`src/sv/lpvi_pkg.sv`:
```
// Shared types and constants for the linear-probe versioned index.
// No dependencies; imported by lpvi_ctrl, lpvi_dp and linear_probe_versioned_index.
package lpvi_pkg;

	localparam int KEY_W = 64;
	localparam int SEG_W = 32;
	localparam int OFF_W = 48;
	localparam int VER_W = 64;
	localparam int CNT_W = 11;
	localparam int STS_W = 2;

	localparam logic CMD_INSERT = 1'b0;
	localparam logic CMD_LOOKUP = 1'b1;

	localparam logic [STS_W-1:0] STS_OK     = 2'd0;
	localparam logic [STS_W-1:0] STS_BADKEY = 2'd1;
	localparam logic [STS_W-1:0] STS_MISS   = 2'd2;
	localparam logic [STS_W-1:0] STS_FULL   = 2'd3;

	localparam logic [KEY_W-1:0] EMPTY_KEY = '0;

	// payload kept per slot besides the key
	typedef struct packed {
		logic [VER_W-1:0] ver;
		logic [OFF_W-1:0] off;
		logic [SEG_W-1:0] seg;
	} entry_t;

	// controller -> datapath
	typedef struct packed {
		logic clear;    // write empty marker at clear pointer, step pointer
		logic load;     // capture input transaction, read home slot
		logic advance;  // move probe to next slot
		logic finish;   // commit writes and load result register
	} cmd_t;

	// datapath -> controller
	typedef struct packed {
		logic zero_key;
		logic empty;
		logic hit;
		logic last_probe;
		logic clear_last;
		logic out_free;
	} stat_t;

endpackage

```
`src/sv/lpvi_ctrl.sv`:
```
// Sequencer for the linear-probe index: clearing pass, idle, probe loop.
// Depends on lpvi_pkg for the command and status structs.
module lpvi_ctrl (
	input  logic            clk,
	input  logic            arst_n,
	input  logic            in_valid,
	output logic            in_ready,
	input  lpvi_pkg::stat_t stat,
	output lpvi_pkg::cmd_t  cmd
);
	import lpvi_pkg::*;

	localparam logic [1:0] ST_CLEAR = 2'd0;
	localparam logic [1:0] ST_IDLE  = 2'd1;
	localparam logic [1:0] ST_PROBE = 2'd2;

	logic [1:0] state_q;
	logic [1:0] state_d;
	logic       done;

	// the probe ends on a zero key, an empty slot, a match or a full wrap
	assign done = stat.zero_key | stat.empty | stat.hit | stat.last_probe;

	always_comb begin
		state_d     = state_q;
		cmd         = '0;
		in_ready    = 1'b0;
		case (state_q)
			ST_CLEAR: begin
				cmd.clear = 1'b1;
				if (stat.clear_last) state_d = ST_IDLE;
			end
			ST_IDLE: begin
				in_ready = 1'b1;
				if (in_valid) begin
					cmd.load = 1'b1;
					state_d  = ST_PROBE;
				end
			end
			ST_PROBE: begin
				if (!done) begin
					cmd.advance = 1'b1;
				end else if (stat.out_free) begin
					cmd.finish = 1'b1;
					state_d    = ST_IDLE;
				end
			end
			default: begin
				state_d = ST_IDLE;
			end
		endcase
	end

	always_ff @(posedge clk or negedge arst_n) begin
		if (!arst_n) state_q <= ST_CLEAR;
		else         state_q <= state_d;
	end

endmodule

```
`config.mk`:
```
export PLATFORM = sky130hd
export DESIGN_NAME = lpvi_ctrl
export DESIGN_NICKNAME = d
export VERILOG_FILES = /design/src/sv/lpvi_pkg.sv /design/src/sv/lpvi_ctrl.sv
export SDC_FILE = /design/constraint.sdc
export NUM_CORES = 1
export LEC_CHECK = 0
export ABC_AREA = 0
export BUFFER_PORTS_ARGS = -buffer_cell sky130_fd_sc_hd__buf_2
export CORE_AREA = 4 4 41 43
export DETAILED_ROUTE_END_ITERATION = 10
export DIE_AREA = 0 0 45 47
export PLACE_DENSITY = 0.37
export RECOVER_POWER = 25
export SETUP_SLACK_MARGIN = 0.02
export SLEW_MARGIN = 40
export SYNTH_ARGS = -nofsm -noshare
export SYNTH_HDL_FRONTEND = slang
export SYNTH_SLANG_ARGS = --single-unit
```
`constraint.sdc`:
```
create_clock -name clk -period 3 [get_ports clk]
set_clock_uncertainty 0.2 [all_clocks]
set_input_delay 0.3 -clock clk [delete_from_list [all_inputs] [get_ports clk]]
set_output_delay 0.3 -clock clk [all_outputs]
set_load 0.01 [all_outputs]
```
==> impl_metrics.yaml <==
finish:
  diodes: 0
  top_regs: "state_q: 2 flops"
  drive_gt1_share_pct: 51.5
  largest_register_ffs: 2
  area.growth.synth_to_final_pct: 87.6
  finalNetCount: 44
  fillers: 153
  regMostFlops: "state_q"
  stdcell_count: 48
die:
  die_w_um: 45
  rows: 13
  initial_core_util_pct: 10.1
  dieArea_sq_um: 2120
  coreArea_sq_um: 1300
  die_h_um: 47
  pin_count: 14
grt:
  grt_pass1_wl_um: 690
  grt-ovfl-total: 0
  grt_usage_pct: 5.45
  grt_start_max_net_pins: 6
  antenna_found_initial: 0
  grt_pass1_vias: 171
critical_path:
  slowest_stage: "or4_4"
  crit_arrival_ns: 1.21
  crit_type: "in -> out"
  critical_path_buf_inv_count: 2
  cp.required_ns: 2.50
  cpLargestDelayFamily: "simple AND/OR/NAND/NOR gates"
  crit_chain: "buf_2 > or4_4 > nand2_1 > nor2_1 > buf_2"
  crit_path_max_incr_delay_ns: 0.56
  crit_path_end_kind: "output port"
  start_kind: "input port"
  cp_common_cell: "buf_2"
  worst-path-max-fanout: 3
synthesis:
  synth_top_cell_area_share_pct: 38.1
  synthCells: 16
  synth_top_area_cell: "dfrtp_1"
  synth_nets: 25
  yosysMostFrequentCell: "nor2_1"
  synth.avg_cell_area_sq_um: 8.21
  synthTopCellsByCount: "nor2_1 (3), a21oi_1 (2), dfrtp_1 (2)"
  synth.area.top_cells: "dfrtp_1 (38%), nor2_1 (8.6%), nor2_4 (8.6%)"
  ys_seq_elements: 2
  synth_warnings: 0
  ys_types: 12
  synth-edff-count: 0
  seq_area_frac_synth_pct: 38.1
  synth-async-reset-ratio_pct: 100
  ys.flop_type: "dfrtp_1"
  syn_area_sq_um: 131
power:
  p_comb_share_pct: 42.5
  p_leak_nw: 0.127
  swShare_pct: 37.2
  intPower_uw: 124
  vdd_drop_max_v: 0.000171
  power.total_uw: 197
  power.switching_uw: 73.3
  pwr-share-clk_pct: 30.1
  power.density_nw_per_um2: 800
  seq_power_share_pct: 27.4
place:
  gp_congestion: 0.649
  port_buffers: 13
  hpwl_um: 352
  dp_slack_ns: 1.29
  placed_cells: 44
route:
  wl_per_cell_um: 8.65
  drt-initial-drc-count: 4
  drt-total-wl_um: 415
  drt-pass1-iter-count: 2
  route.antenna.remaining_nets: 0
  drc: 0
  vias: 167
  vias_per_cell: 3.48
job:
  cap_viol_max_count: 0
cts:
  htree_levels: 1
  clock_path_buffers: 2
  clock-sinks: 2
  cts_tree: "built"
  cts_buffers: 3
  clkLatencyLatePin_ns: 0.22
  path_clk_slew_ns: 0.03
  cts_root_buf: "clkbuf_4"
  cts_resized: 0
timing:
  slew_violations: 0
  setup_violations: 0
  grt_setup_unrepaired: "no"
  finalCritPeriodShare_pct: 57.1
  finalSetupTns_ns: 0
  max_freq_ghz: 0.584
  slew_headroom_pct: 87.9
  setup_ws_ns: 1.29
  fin_crit_ns: 1.71
  hold_viol_final: 0
  worstMarginPinSlew_ns: 0.182
status:
  run_status: "finished, final reports clean"
min_path:
  hp-class: "in -> reg"
==> final timing paths <==
path / start / to / slack, ns / depth (start not counted)
max: stat[4] / cmd[0] / 1.29 / 5
min: stat[0] / state_q[0] / 0.15 / 3
max reg2reg: state_q[0] / state_q[1] / 1.62 / 3
min reg2reg: state_q[0] / state_q[0] / 0.39 / 2
max in group asynchronous: arst_n / state_q[0] / 2.27 / 2
min in group asynchronous: arst_n / state_q[1] / 0.20 / 2
==> area by class of cell <==
cell class | instances | area (sq um) | share of cell area, %
repair buffers | 14 | 73.8 | 29.9
inverters | 1 | 3.75 | 1.52
multi-input cells | 13 | 77.6 | 31.5
clock buffers | 3 | 22.5 | 9.14
flip-flops and latches | 2 | 50.0 | 20.3
well taps | 15 | 18.8 | 7.61
==> power groups by stage <==
stage | clock, mW | sequential, mW | combinational, mW
2_1_floorplan | 0 | 0.0506 | 0.0515
4_1_cts | 0.0639 | 0.0538 | 0.0863
3_5_place_dp | 0 | 0.0539 | 0.0851
3_3_place_gp | 0 | 0.0542 | 0.0852
6_report | 0.0595 | 0.0541 | 0.0838
5_1_grt | 0.0675 | 0.0578 | 0.0958
==> metrics by stage <==
step / instance area, sq um / util [%] / hold WS (ns)
after floorplan: 131 / - / -0.196
after global placement: 215 / 16.5 / -0.109
after detailed placement: 215 / 16.5 / -0.110
after CTS: 248 / 19.0 / 0.143
after global routing: 246 / 18.9 / 0.164
final: 246 / 18.9 / 0.151
==> kinds of logic after synthesis <==
family	Yosys count	synth area share (%)
buf+inv	1	2.85
simple gates	11	51.4
flops	2	38.1
compound gates	2	7.62
==> worst register-to-register path, stage by stage (launching register included) <==
cell	delay, ns
dfrtp_1	0.39
nor2b_1	0.15
and2_1	0.18
or3_1	0.34
==> metal layers <==
metal	part of all wire, %	track usage, %	wire (um)
met1	52	7.29	214
met2	26	4.52	108
met3	18	2.30	76
met4	3.6	8.77	15
met5	0	0	0
==> cells in the final DEF (no fill, tap or decap) <==
master,instances
nor2_4,1
inv_1,1
nand3_1,1
nand2_1,1
nor2_1,3
dlygate4sd3_1,1
buf_2,12
clkbuf_1,1
nand2b_1,1
and2_1,1
clkbuf_4,3
or4_4,1
nor2b_1,1
a21oi_1,2
or3_1,1
dfrtp_1,2
==> what timing repair did <==
| item | 4_1_cts | 5_1_grt |
|---|---|---|
| hold buffers | 1 | 0 |
| setup buffers | 0 | 0 |
| hold endpoints to repair | 2 | 0 |
| endpoints found under the setup margin | 0 | 0 |
Power figures use the tool's default switching activity.
